==> src/rtl/core/qrs_pkg.sv <==
// Shared types and constants of the quadratic root solver core.
package qrs_pkg;

   // input and result field widths
   localparam int COEF_W    = 16;
   localparam int FRAC_BITS = 16;
   localparam int DISC_W    = 34;
   localparam int ROOT_W    = 40;
   localparam int CLASS_W   = 2;

   // square root: radicand is the non-negative discriminant shifted by 2*FRAC_BITS
   localparam int RAD_W     = DISC_W - 1 + 2 * FRAC_BITS;
   localparam int SQ_BITS   = (RAD_W + 1) / 2;
   localparam int SQ_REM_W  = RAD_W + 1;

   // divider: numerator magnitude and divisor magnitude
   localparam int NUM_W     = SQ_BITS + 2;
   localparam int DEN_W     = COEF_W + 1;

   // queue between front and back
   localparam int QUEUE_DEPTH = 4;
   localparam int QPTR_W      = $clog2(QUEUE_DEPTH);

   // root class codes
   localparam logic [CLASS_W-1:0] CLS_NONE   = 2'd0;
   localparam logic [CLASS_W-1:0] CLS_DOUBLE = 2'd1;
   localparam logic [CLASS_W-1:0] CLS_TWO    = 2'd2;
   localparam logic [CLASS_W-1:0] CLS_DEGEN  = 2'd3;

   typedef struct packed {
      logic signed [COEF_W-1:0] coef_quad;
      logic signed [COEF_W-1:0] coef_lin;
      logic signed [COEF_W-1:0] coef_const;
   } qrs_req_type;

   typedef struct packed {
      logic signed [DISC_W-1:0] discriminant;
      logic [CLASS_W-1:0]       root_class;
      logic signed [ROOT_W-1:0] root_plus;
      logic signed [ROOT_W-1:0] root_minus;
   } qrs_rsp_type;

   // classified word handed from front to back
   typedef struct packed {
      logic signed [DISC_W-1:0] disc;
      logic [CLASS_W-1:0]       cls;
      logic signed [COEF_W-1:0] coef_quad;
      logic signed [COEF_W-1:0] coef_lin;
   } qrs_job_type;

endpackage

==> src/rtl/core/qrs_front.sv <==
// Front end: accepts coefficient words, forms the discriminant and classifies them.
module qrs_front (
   input  logic                clock,
   input  logic                reset,
   input  logic                start,
   output logic                busy,
   input  qrs_pkg::qrs_req_type req_word,
   input  logic                q_full,
   output logic                q_push,
   output qrs_pkg::qrs_job_type q_job
);
   import qrs_pkg::*;

   logic                       s1_valid_ff;
   logic signed [COEF_W-1:0]   s1_a_ff, s1_b_ff;
   logic signed [2*COEF_W-1:0] s1_bb_ff, s1_ac_ff;
   logic                       s2_valid_ff;
   qrs_job_type                s2_job_ff, s2_job_in;
   logic signed [DISC_W-1:0]   disc_in;
   logic                       stall2, stall1, accept;

   // hold stages while the queue is full
   assign stall2 = s2_valid_ff & q_full;
   assign stall1 = s1_valid_ff & stall2;
   assign busy   = stall1;
   assign accept = start & ~busy;
   assign q_push = s2_valid_ff & ~q_full;
   assign q_job  = s2_job_ff;

   // discriminant and class from the registered products
   always_comb begin
      disc_in = DISC_W'(s1_bb_ff) - (DISC_W'(s1_ac_ff) <<< 2);
      s2_job_in.disc      = disc_in;
      s2_job_in.coef_quad = s1_a_ff;
      s2_job_in.coef_lin  = s1_b_ff;
      priority if (s1_a_ff == '0) begin
         s2_job_in.cls = CLS_DEGEN;
      end else if (disc_in[DISC_W-1]) begin
         s2_job_in.cls = CLS_NONE;
      end else if (disc_in == '0) begin
         s2_job_in.cls = CLS_DOUBLE;
      end else begin
         s2_job_in.cls = CLS_TWO;
      end
   end

   // advance the front stages
   always_ff @(posedge clock) begin
      if (reset) begin
         s1_valid_ff <= 1'b0;
         s2_valid_ff <= 1'b0;
      end else begin
         if (!stall1) begin
            s1_valid_ff <= accept;
         end
         if (!stall2) begin
            s2_valid_ff <= s1_valid_ff;
         end
      end
   end

   always_ff @(posedge clock) begin
      if (!stall1) begin
         s1_a_ff  <= req_word.coef_quad;
         s1_b_ff  <= req_word.coef_lin;
         s1_bb_ff <= (2*COEF_W)'(req_word.coef_lin) * (2*COEF_W)'(req_word.coef_lin);
         s1_ac_ff <= (2*COEF_W)'(req_word.coef_quad) * (2*COEF_W)'(req_word.coef_const);
      end
      if (!stall2) begin
         s2_job_ff <= s2_job_in;
      end
   end

endmodule

==> config.mk <==
export PLATFORM = sky130hd
export DESIGN_NAME = qrs_front
export DESIGN_NICKNAME = d
export VERILOG_FILES = /design/src/rtl/core/qrs_pkg.sv /design/src/rtl/core/qrs_front.sv
export SDC_FILE = /design/constraint.sdc
export NUM_CORES = 2
export LEC_CHECK = 0
export BUFFER_PORTS_ARGS = -buffer_cell sky130_fd_sc_hd__buf_2
export CAP_MARGIN = 15
export CELL_PAD_IN_SITES_DETAIL_PLACEMENT = 1
export CELL_PAD_IN_SITES_GLOBAL_PLACEMENT = 1
export CORE_UTILIZATION = 40
export CTS_BUF_LIST = sky130_fd_sc_hd__clkbuf_8
export DETAILED_ROUTE_END_ITERATION = 8
export GPL_ROUTABILITY_DRIVEN = 1
export HOLD_SLACK_MARGIN = 0.1
export PLACE_DENSITY_LB_ADDON = 0.25
export SYNTH_ARGS = -nofsm -noshare
export SYNTH_HDL_FRONTEND = slang
export SYNTH_SLANG_ARGS = --single-unit
==> constraint.sdc <==
create_clock -name clock -period 10.7 [get_ports clock]
set_input_delay 0.535 -clock clock [delete_from_list [all_inputs] [get_ports clock]]
set_output_delay 0.535 -clock clock [all_outputs]
set_load 0.02 [all_outputs]
==> metrics.md <==
| Metric | Value |
|---|---|
| Mux contribution to synthesized area | 0.00158 |
| Xor/xnor cell area share of the yosys netlist | 0.0359 |
| # DRC | 0 |
| Full die area | 64500 um^2 |
| Most used DFF post-synth | edfxtp_1 |
| Mapped Area | roughly 25000 um^2 |
| CTS Root Cell | clkbuf_8 |
| Crit path arrival time | around 7.4 ns |
| Routability Congestion | roughly 0.8 |
| Library cells used by synthesis | a little over 60 |
| Die H | 254 um |
| Chip width | 254 um |
| Synth Area in Simple Gates | 0.112 |
| I/O Pins | 122 |
| Layout Skew | 0.0129 ns |
| Async SR Flop Fraction | 0 |
| DR pass1 iterations | 5 |
| Adder-cell share of the synthesized area | 0.493 |
| Post-synth EDFFs | 160 |
| Nets | ~3300 |
| Post-synthesis compound-gate area fraction | 0.0597 |
| Clk buf depth | 2 |
| Syn_nets | 3255 |
| Final Hold Viols | 0 |
| Vias | 17100 |
| Overflow after GRT | 0 |
| Hold-fix buffers, CTS | 1 |
| Hold Crit Start | start |
| CP endpoint kind | flip-flop |
| Maximum fanout along the worst path | 21 |
| Total Routed Length | 61100 um |
| Setup violations, final | 0 |
| Worst path required time | between 10 and 15 ns |
| GR Util All Layers | 0.205 |
| Flop and latch count out of synthesis | 162 |
| Worst r2r src | s1_bb_ff[16]$_DFFE_PN_ |
| Non-filler cells in the finished layout | 3431 |
| WHS | 0.208 ns |
| Number of global-route vias before repair | 19800 |
| Syn_area_per_cell | 10.1 um^2 |
| DP Area | 26800 um^2 |
| Max cap viols | 0 |
| Pin count of the biggest net entering global routing | 67 |
| Most frequent cells in the layout | 657 x inv_1, 497 x fa_1, 218 x nand2_1, 204 x ha_1, 166 x and2_1 |
| Post-Syn Instances | 2502 |
| Initial Util | 0.408 |
| First-pass GRT wire length | 102000 um |
| RR Endpoint | q_job[32]$_SDFFCE_PN1N_ |
| CTS clk-pin slew, worst paths | about 0.09 ns |
| Main combinational cell family by area after synthesis | adder cells |
| Final setup TNS | 0 ns |
| Fraction of layout cells with a size suffix above 1 | 0.0644 |
| Max-Slew Margin vs Limit | 0.300 |
| Worst R2R Setup Slack | 5.50 ns |
| CTS HTree Levels | 4 |
| Fmax | 141 MHz |
| Fin. max-slew vios | 0 |
| Routed WL per cell | 17.8 um |
| DP HPWL | 50500 um |
| CTS tree | built |
| Post-detailed-route count of antenna-violating nets | 0 |
| Commonest non-fill, non-tap cell in the layout | inv_1 |
| Clock sink total | 162 |
| Final instance area | between 20000 and 30000 um^2 |
| Core Box Area | 62200 um^2 |
| Hold path endpoint | s1_valid_ff$_SDFFE_PP0N_ |
| Hold path depth | 3 |
| Area delta synth->final | 7.31% |
| Worst skew pair latency | between 0.5 and 0.6 ns |
| # resized after CTS | 0 |
| Number of setup buffers added after CTS | 0 |
| Row count | 91 |
| Inst Count DP | 3397 |
| Fin crit period | 7.09 ns |
| Register area share after synthesis | 0.191 |
| Tcrit/Tclk final | 0.663 |
| RSZ-0062 raised after global routing | false |
| Worst slew pin tran | about 1.1 ns |
| Initial antenna violation count | 3 |
| Vias per std cell | between 4 and 5 |
| Hold crit path type | input port to flip-flop |
| Fillers | 6990 |
| Port Buf Inserts | 120 |
| Initial DRC Count | 636 |
| Startpoint Class | input port |
| Yosys warning count | 0 |
| Status | complete, no violations |
| Reg2Reg Depth | 12 |
| Critical path type | input port to flip-flop |
| CTS buffer count | 17 |
[sequential cells by signal, indices dropped and copies added, names as in the netlist]
register,flops
s1_a_ff,16
s1_valid_ff,1
s2_valid_ff,1
q_job,66
s1_b_ff,16
s1_ac_ff,32
s1_bb_ff,30
[worst max path at each step]
stage	startpoint	to	slack, ns	cells past startpoint
global placement	req_word[31]	s1_bb_ff[31]$_DFFE_PN_	3.22	23
CTS	req_word[31]	s1_bb_ff[31]$_DFFE_PN_	3.61	23
finish	req_word[31]	s1_bb_ff[31]$_DFFE_PN_	3.61	23
floorplan	req_word[17]	s1_bb_ff[31]$_DFFE_PN_	3.94	24
detailed placement	req_word[31]	s1_bb_ff[31]$_DFFE_PN_	3.03	20
global route	req_word[31]	s1_bb_ff[31]$_DFFE_PN_	3.24	23
[critical path: stages]
cell     delay, ns
buf_2         0.37
inv_1         0.43
nor2_1        0.33
fa_1          0.60
fa_1          0.58
fa_1          0.45
fa_1          0.52
fa_1          0.50
inv_1         0.05
fa_1          0.47
inv_1         0.04
ha_1          0.35
a21oi_1       0.16
nand2_1       0.08
a21o_1        0.17
a21oi_1       0.23
nand2_1       0.07
o21ai_0       0.45
nor3_1        0.20
o41a_1        0.43
o21a_1        0.18
nor2_1        0.11
xnor2_1       0.07
[Yosys cell counts, drive strengths merged, types with 6 or more instances]
cell / n / area, um^2
inv: 657 / 2470
fa: 497 / 9950
nand2: 219 / 822
ha: 204 / 2550
and2: 166 / 1040
edfxtp: 160 / 4800
nor2: 82 / 308
a21oi: 79 / 399
xnor2: 79 / 692
clkbuf: 57 / 214
a21o: 34 / 255
o21ai: 33 / 165
xor2: 25 / 219
o21bai: 18 / 135
nand3: 17 / 85.1
nand2b: 16 / 100
nor3: 16 / 80.1
nor4: 11 / 68.8
and3: 10 / 62.6
o21a: 10 / 75.1
nor2b: 9 / 58.8
a211o: 7 / 61.3
a31o: 7 / 61.3
nand4: 7 / 43.8
a31oi: 6 / 37.5
buf: 6 / 30.0
o31ai: 6 / 45.0
[per-layer routing]
layer,wire [um],share of wire,vias to the layer above,GRT usage
li1,-,-,7783,-
met1,26300,0.43,9038,0.260
met2,32100,0.52,197,0.368
met3,1560,0.026,59,0.0241
met4,1160,0.019,4,0.0585
met5,26,0.00043,-,0
[per-stage QoR]
stage	setup WS [ns]	utilization
after floorplan	3.94	-
after global placement	3.22	0.431
after detailed placement	3.03	0.431
after CTS	3.61	0.438
after global routing	3.24	0.438
final	3.61	0.438
[cells by family (layout without fill, tap and decap cells)]
kind of cell             Yosys count  count (layout)
flip-flops                       162             162
AO/OA/AOI/OAI                    233             233
buffers and inverters            720             811
XOR/XNOR                         104             104
adder cells (fa/ha/maj)          701             701
AND/OR/NAND/NOR                  577             577
multiplexers                       4               4
other                              1               2
[layout make-up]
cell class / instances / area, um^2 / area share
Sequential cell: 162 / 4840 / 0.178
Timing Repair Buffer: 122 / 618 / 0.0227
Antenna cell: 1 / 2.50 / 0.0000919
Clock buffer: 20 / 275 / 0.0101
Tap cell: 837 / 1050 / 0.0385
Multi-Input combinational cell: 1620 / 17800 / 0.655
Clock inverter: 12 / 136 / 0.00501
Inverter: 657 / 2470 / 0.0906
Power is not shown: default switching activity piles up to over one toggle a cycle in this logic, so the estimate is an artifact.
