==> config.mk <==
export PLATFORM = sky130hd
export DESIGN_NAME = qrs_queue
export DESIGN_NICKNAME = d
export VERILOG_FILES = /design/src/rtl/core/qrs_pkg.sv /design/src/rtl/core/qrs_queue.sv
export SDC_FILE = /design/constraint.sdc
export NUM_CORES = 1
export LEC_CHECK = 0
export BUFFER_PORTS_ARGS = -buffer_cell sky130_fd_sc_hd__buf_4
export CORE_MARGIN = 2
export CORE_UTILIZATION = 44
export CTS_CLUSTER_DIAMETER = 80
export DETAILED_ROUTE_END_ITERATION = 10
export PLACE_DENSITY = 0.78
export SLEW_MARGIN = 20
export SYNTH_ARGS = -nofsm -noshare
export SYNTH_HDL_FRONTEND = slang
export SYNTH_SLANG_ARGS = --single-unit
export TNS_END_PERCENT = 20
==> constraint.sdc <==
create_clock -name clock -period 2.6 [get_ports clock]
set_input_delay 0.65 -clock clock [delete_from_list [all_inputs] [get_ports clock]]
set_output_delay 0.65 -clock clock [all_outputs]
set_load 0.005 [all_outputs]
==> src/rtl/core/qrs_pkg.sv <==
// Shared types and constants of the quadratic root solver core.
package qrs_pkg;

   // input and result field widths
   localparam int COEF_W    = 16;
   localparam int FRAC_BITS = 16;
   localparam int DISC_W    = 34;
   localparam int ROOT_W    = 40;
   localparam int CLASS_W   = 2;

   // square root: radicand is the non-negative discriminant shifted by 2*FRAC_BITS
   localparam int RAD_W     = DISC_W - 1 + 2 * FRAC_BITS;
   localparam int SQ_BITS   = (RAD_W + 1) / 2;
   localparam int SQ_REM_W  = RAD_W + 1;

   // divider: numerator magnitude and divisor magnitude
   localparam int NUM_W     = SQ_BITS + 2;
   localparam int DEN_W     = COEF_W + 1;

   // queue between front and back
   localparam int QUEUE_DEPTH = 4;
   localparam int QPTR_W      = $clog2(QUEUE_DEPTH);

   // root class codes
   localparam logic [CLASS_W-1:0] CLS_NONE   = 2'd0;
   localparam logic [CLASS_W-1:0] CLS_DOUBLE = 2'd1;
   localparam logic [CLASS_W-1:0] CLS_TWO    = 2'd2;
   localparam logic [CLASS_W-1:0] CLS_DEGEN  = 2'd3;

   typedef struct packed {
      logic signed [COEF_W-1:0] coef_quad;
      logic signed [COEF_W-1:0] coef_lin;
      logic signed [COEF_W-1:0] coef_const;
   } qrs_req_type;

   typedef struct packed {
      logic signed [DISC_W-1:0] discriminant;
      logic [CLASS_W-1:0]       root_class;
      logic signed [ROOT_W-1:0] root_plus;
      logic signed [ROOT_W-1:0] root_minus;
   } qrs_rsp_type;

   // classified word handed from front to back
   typedef struct packed {
      logic signed [DISC_W-1:0] disc;
      logic [CLASS_W-1:0]       cls;
      logic signed [COEF_W-1:0] coef_quad;
      logic signed [COEF_W-1:0] coef_lin;
   } qrs_job_type;

endpackage

==> src/rtl/core/qrs_queue.sv <==
// Short queue of classified words between front and back.
module qrs_queue (
   input  logic                 clock,
   input  logic                 reset,
   input  logic                 push,
   input  qrs_pkg::qrs_job_type push_job,
   output logic                 full,
   output logic                 not_empty,
   input  logic                 pop,
   output qrs_pkg::qrs_job_type pop_job
);
   import qrs_pkg::*;

   qrs_job_type       slot_ff [QUEUE_DEPTH];
   logic [QPTR_W-1:0] head_ff, tail_ff;
   logic [QPTR_W:0]   count_ff;

   assign full      = (count_ff == (QPTR_W+1)'(QUEUE_DEPTH));
   assign not_empty = (count_ff != '0);
   assign pop_job   = slot_ff[head_ff];

   // advance pointers and fill count
   always_ff @(posedge clock) begin
      if (reset) begin
         head_ff  <= '0;
         tail_ff  <= '0;
         count_ff <= '0;
      end else begin
         if (push) begin
            tail_ff <= tail_ff + 1'b1;
         end
         if (pop) begin
            head_ff <= head_ff + 1'b1;
         end
         if (push && !pop) begin
            count_ff <= count_ff + 1'b1;
         end else if (pop && !push) begin
            count_ff <= count_ff - 1'b1;
         end
      end
   end

   always_ff @(posedge clock) begin
      if (push) begin
         slot_ff[tail_ff] <= push_job;
      end
   end

endmodule

==> flow_summary.toml, run 1 <==
[outcome]
status = "finished, final reports clean"

[floorplanning]
die_y_um = 156.8
core-area_um2 = 22780
start_util = 0.4507
die_w_um = 156.8
row_count = 55
io_pins = 142
dieArea_um2 = 24570

[min_path]
hp-class = "input port to flop"
holdPathEnd = "slot_ff[2][30]$_DFFE_PP_"
min_from = "push_job[30]"
min_delay_path_depth = 1

[grt]
grt_pass1_vias = 5177
antenna_found_initial = 0
grt_usage = 0.1564
grt_max_degree = 37
globalRouteOverflowTotal = 0
grt_pass1_wl_mm = 28.96

[clock_tree]
clk_pin_slew_ns = 0.06
cts_made_buffers = 29
htreeDepth = 1
clock_path_buffers = 3
cts_tree = "done"
clock_latency_ns = 0.54
cts_root_buffer = "clkbuf_16"
cts_sinks = 281

[cells_and_area]
drive_gt1_frac = 0.4643
area_growth_pct = 27.93
num_antenna_cells = 0
fin_nets = 658
final_util = 0.5766

[place]
gp_congestion = 0.6907
io_buffers = 141
dp_slack_ns = 0.3995
dp_hpwl_mm = 11.40

[logic_synthesis]
seq_area_frac_synth = 0.8132
ys_warn_count = 0
syn-num-nets = 478
avgSynthCellArea_um2 = 25.67
syn_inst = 400
synth_cell_type_count = 21
async_reset_ff_frac = 0
synth_top_flop_cell = "edfxtp_1"
synth_edf_count = 272
ys_ff_latch = 281
syn_area_um2 = 10270

[timing]
period_needed_ns = 2.585
fin_crit_sh = 0.9941
setup_viol = 0
rsz0062_at_grt = "yes"
slew_viol_final = 0
timing.final.hold_violations = 0
relSlewSlack = 0.7005
setup_tns_ns = 0
fin_hold_ws_ns = 0.3091
worst_slew_pin_slew_ns = 0.4492
max_freq_ghz = 0.3869
skew_ns = 0.01199
layout_setup_ws_ns = 0.01526

[drt]
vias_per_cell = 5.133
vias = 4702
drt-total-wl_mm = 19.49
first_iter_violations = 250
ant_nets = 0
drc_errors = 0
wl_per_cell_um = 21.28
dr.pass1.iters = 4

[run]
drv_cap = 0

[pwr]
ir_worst_vdd_mv = 0.5112
powerDensity_nw_per_um2 = 795.3
total_power_mw = 10.44
leakage_nw = 4.472

[critical_path]
crit_arrival_ns = 1.93
worstReg2RegEnd = "slot_ff[2][15]$_DFFE_PP_"
crit_path_start_kind = "flop"
r2r_start = "tail_ff[0]$_SDFFE_PP0P_"
crit_type = "flop to output port"
crit_required_ns = 1.95
crit_fanout = 8
end_kind = "output port"
reg2reg_slack_ns = 0.94
worstRegToRegCells = 4
where the power goes:
part | switching (mW) | leakage (nW) | internal (mW)
Sequential | 0.0605 | 2.57 | 5.20
Clock | 1.61 | 0.447 | 2.36
Combinational | 0.510 | 1.45 | 0.713
Total | 2.18 | 4.47 | 8.27
worst max-delay path: stages (launching register included):
cell and delay [ns]:
dfxtp_4 0.38, buf_12 0.17, clkbuf_16 0.20, mux4_2 0.52
buf_6 0.13
worst max-delay path by stage:
stage,endpoint,cells past startpoint
finish,pop_job[21],4
detailed placement,pop_job[27],3
global placement,pop_job[29],3
floorplan,slot_ff[2][0]$_DFFE_PP_,1
global route,pop_job[21],4
CTS,pop_job[17],3
kinds of logic (layout without fill, tap and decap cells):
logic type,after synthesis,after routing,synth area share
muxes,70,70,0.1511
adders and majority gates,6,6,0.008044
xor gates and xnor gates,5,5,0.004266
DFF,281,281,0.8132
buffers and inverters,21,224,0.01511
AOI/OAI and AO/OA,2,2,0.0009741
and+or+nand+nor,15,15,0.007312
timing repair:
| action | 4_1_cts | 5_1_grt |
|---|---|---|
| buffers inserted | 4 | 2 |
| endpoints found under the setup margin | 60 | 60 |
| gates cloned | 2 | 4 |
| gates resized for setup | 38 | 22 |
| hold buffers | 0 | 0 |
| pin swaps | 0 | 0 |
flip-flops by register name (all words and copies together) (netlist names), named ones only:
name,flops
tail_ff,2
slot_ff,272
count_ff,3
head_ff,2
Yosys cell counts (2+ instances only):
library cell / count / area share
or3_1: 2 / 0.0012
xnor2_1: 2 / 0.0017
edfxtp_1: 272 / 0.80
mux2i_1: 2 / 0.0020
mux4_2: 68 / 0.15
buf_2: 4 / 0.0020
clkbuf_1: 5 / 0.0018
and2_1: 4 / 0.0024
buf_12: 3 / 0.0059
ha_1: 5 / 0.0061
dfxtp_1: 9 / 0.018
buf_4: 4 / 0.0029
nor2_1: 7 / 0.0026
xor2_1: 3 / 0.0026
inv_1: 4 / 0.0015
metal layers:
metal / vias to the layer above / global-route usage / share of wire
li1: 2065 / - / -
met1: 2451 / 0.2017 / 0.40
met2: 156 / 0.2734 / 0.52
met3: 30 / 0.03379 / 0.064
met4: 0 / 0.03582 / 0.019
met5: - / 0 / 0
cell type report:
cell class / instances / area [um^2]
clock buffers: 39 / 763.2
clock inverters: 15 / 155.1
fillers: 1645 / 9644
inverters: 4 / 15.01
multi-input cells: 98 / 1773
flip-flops and latches: 281 / 8356
well taps: 313 / 391.6
repair buffers: 166 / 1680
stage by stage:
stage / std cells / area (um^2)
after floorplan: 400 / 10270
after CTS: 910 / 12950
after global routing: 916 / 13130
after global placement: 850 / 11780
final: 916 / 13130
after detailed placement: 850 / 11780
placed cells by master (no fill, tap or decap), types with 2 or more instances in the layout:
cell,count
xor2_1,3
clkbuf_1,10
xnor2_1,2
buf_16,4
edfxtp_1,272
or3_1,2
buf_6,57
dfxtp_4,2
mux2i_1,2
clkbuf_16,32
inv_6,2
dfxtp_1,7
and2_4,4
inv_1,4
buf_12,7
buf_4,95
mux4_2,68
clkinv_2,5
ha_1,5
clkinv_1,4
bufinv_16,3
nor2_1,7
(Power assumes the default switching activity.)
==> inputs of run 2 (changes only) <==
--- a/config.mk
+++ b/config.mk
@@ -8,9 +8,10 @@
 export BUFFER_PORTS_ARGS = -buffer_cell sky130_fd_sc_hd__buf_4
 export CORE_MARGIN = 2
 export CORE_UTILIZATION = 44
+export CTS_BUF_LIST = sky130_fd_sc_hd__clkbuf_2 sky130_fd_sc_hd__clkbuf_4 sky130_fd_sc_hd__clkbuf_8
 export CTS_CLUSTER_DIAMETER = 80
 export DETAILED_ROUTE_END_ITERATION = 10
-export PLACE_DENSITY = 0.78
+export PLACE_DENSITY = 0.76
 export SLEW_MARGIN = 20
 export SYNTH_ARGS = -nofsm -noshare
 export SYNTH_HDL_FRONTEND = slang
==> constraint.sdc (replaced) <==
create_clock -name clock -period 2.9 [get_ports clock]
set_input_delay 0.725 -clock clock [delete_from_list [all_inputs] [get_ports clock]]
set_output_delay 0.725 -clock clock [all_outputs]
set_load 0.005 [all_outputs]
==> run 2 against run 1 <==
Design area down 4.1%. Hold slack better by 0.079 ns. Highest routed layer unchanged. Flip-flop and latch count unchanged. Critical path depth down 1. Via count down 0.17%. Clock power down 21%. Sequential share of layout area up 2.7 points. Largest power group unchanged. Setup slack better by 0.17 ns. Sequential power down 10%. Power down 16%.
==> flow_summary.toml, run 2 (same netlist as run 1, synthesis figures left out) <==
[outcome]
status = "finished, final reports clean"

[drt]
dr.pass1.iters = 4
vias_per_cell = 5.069
wl_met3_mm = 1.186
vias = 4694
wl_per_cell_um = 20.19
wl_met1_mm = 7.553
drc_errors = 0
met2_length_mm = 9.664
ant_nets = 0
first_iter_violations = 274
drt-total-wl_mm = 18.70
routed.top_layer = "met4"

[floorplanning]
die_y_um = 156.8
die_w_um = 156.8
dieArea_um2 = 24570
start_util = 0.4507
row_count = 55
io_pins = 142
core-area_um2 = 22780

[cells_and_area]
drive_gt1_frac = 0.4715
final_common_cell = "edfxtp_1"
fill_cells = 1680
final_area_um2 = 12600
num_antenna_cells = 0
layout_common_cells = "edfxtp_1 (272), buf_4 (145), mux4_2 (68)"
area_growth_pct = 22.71
fin_nets = 660
largest_register_ff_count = 272
regMostFlops = "slot_ff"
reg_top3 = "slot_ff: 272 flops, count_ff: 3 flops"

[grt]
grt_max_degree = 37
grt_pass1_wl_mm = 28.51
antenna_found_initial = 0
globalRouteOverflowTotal = 0
grt_usage = 0.1541
grt_pass1_vias = 5210

[clock_tree]
clock_latency_ns = 0.53
cts_sinks = 281
clk_pin_slew_ns = 0.06
htreeDepth = 2
cts_made_buffers = 45
cts_root_buffer = "clkbuf_8"
clock_path_buffers = 3
cts_tree = "done"
holdBufCountCts = 0

[critical_path]
crit_path_start_kind = "flop"
crit_chain = "buf_4 -> mux4_2 -> buf_4"
crit_top_cell = "buf_4"
cp_num_buf_inv = 2
crit_fanout = 22
crit_type = "flop to output port"
end_kind = "output port"
worst_path_max_delay_cell = "dfxtp_4"
crit_required_ns = 2.17
path_delay_family = "flip-flops"
crit_arrival_ns = 1.99
critPathMaxStageDelay_ns = 0.58

[pwr]
ir_worst_vdd_mv = 0.3670
switching_share = 0.2144
powerDensity_nw_per_um2 = 694.4
leakage_nw = 4.272
pwr-share-clk = 0.355
combPwrFrac = 0.104
power_frac_seq = 0.541
power.internal_mw = 6.872
netSwitchingPower_mw = 1.875

[timing]
max_freq_ghz = 0.3689
worst_slew_pin_slew_ns = 0.5833
fin_crit_sh = 0.9349
period_needed_ns = 2.711
timing.final.hold_violations = 0
slew_viol_final = 0
fin_hold_ws_ns = 0.3886
skew_ns = 0.01124
relSlewSlack = 0.6111
setup_tns_ns = 0
layout_setup_ws_ns = 0.1889
setup_viol = 0
rsz0062_at_grt = "no"

[min_path]
hp-class = "input port to flop"

[run]
drv_cap = 0

[place]
io_buffers = 141
dp_hpwl_mm = 11.33
dpl_cell_area_um2 = 11750
gp_congestion = 0.6809
dp_slack_ns = 0.5431
## run 2: final cells by class
class	instances	area, um^2	area share
Sequential cell	281	8356	0.6633
Multi-Input combinational cell	98	1773	0.1407
Timing Repair Buffer	152	1229	0.09754
Clock buffer	56	714.4	0.05671
Tap cell	313	391.6	0.03109
Clock inverter	22	118.9	0.009436
Inverter	4	15.01	0.001192
## run 2: metrics by stage
stage,utilization,std cells,total power [mW]
after floorplan,-,400,5.262
after global placement,0.5158,846,5.702
after detailed placement,0.5158,846,5.742
after CTS,0.5530,926,8.881
after global routing,0.5530,926,9.105
final,0.5530,926,8.747
## run 2: path summary, 6_finish.rpt
kind	startpoint	to	slack, ns	cells past startpoint
setup / recovery	flop	pop_job[61]	0.19	3
hold reg to reg	count_ff[2]$_SDFFE_PP0P_	count_ff[2]$_SDFFE_PP0P_	0.52	2
setup reg to reg	tail_ff[0]$_SDFFE_PP0P_	slot_ff[2][16]$_DFFE_PP_	1.11	4
hold / removal	push_job[52]	slot_ff[1][52]$_DFFE_PP_	0.39	1
## run 2: power groups by stage
stage / Sequential [mW] / Clock [mW] / Combinational, mW
4_1_cts: 4.73 / 3.21 / 0.935
2_1_floorplan: 4.79 / 0 / 0.472
3_3_place_gp: 4.81 / 0 / 0.892
6_report: 4.73 / 3.11 / 0.910
3_5_place_dp: 4.83 / 0 / 0.916
5_1_grt: 4.75 / 3.37 / 0.987
## run 2: layer usage
metal / up-vias / track usage
li1: 2068 / -
met1: 2449 / 0.1927
met2: 146 / 0.2623
met3: 31 / 0.04486
met4: 0 / 0.04587
met5: - / 0
## run 2: repair_timing
action	CTS	global route
endpoints found under the setup margin	32	0
gates resized for setup	0	0
setup buffers	2	0
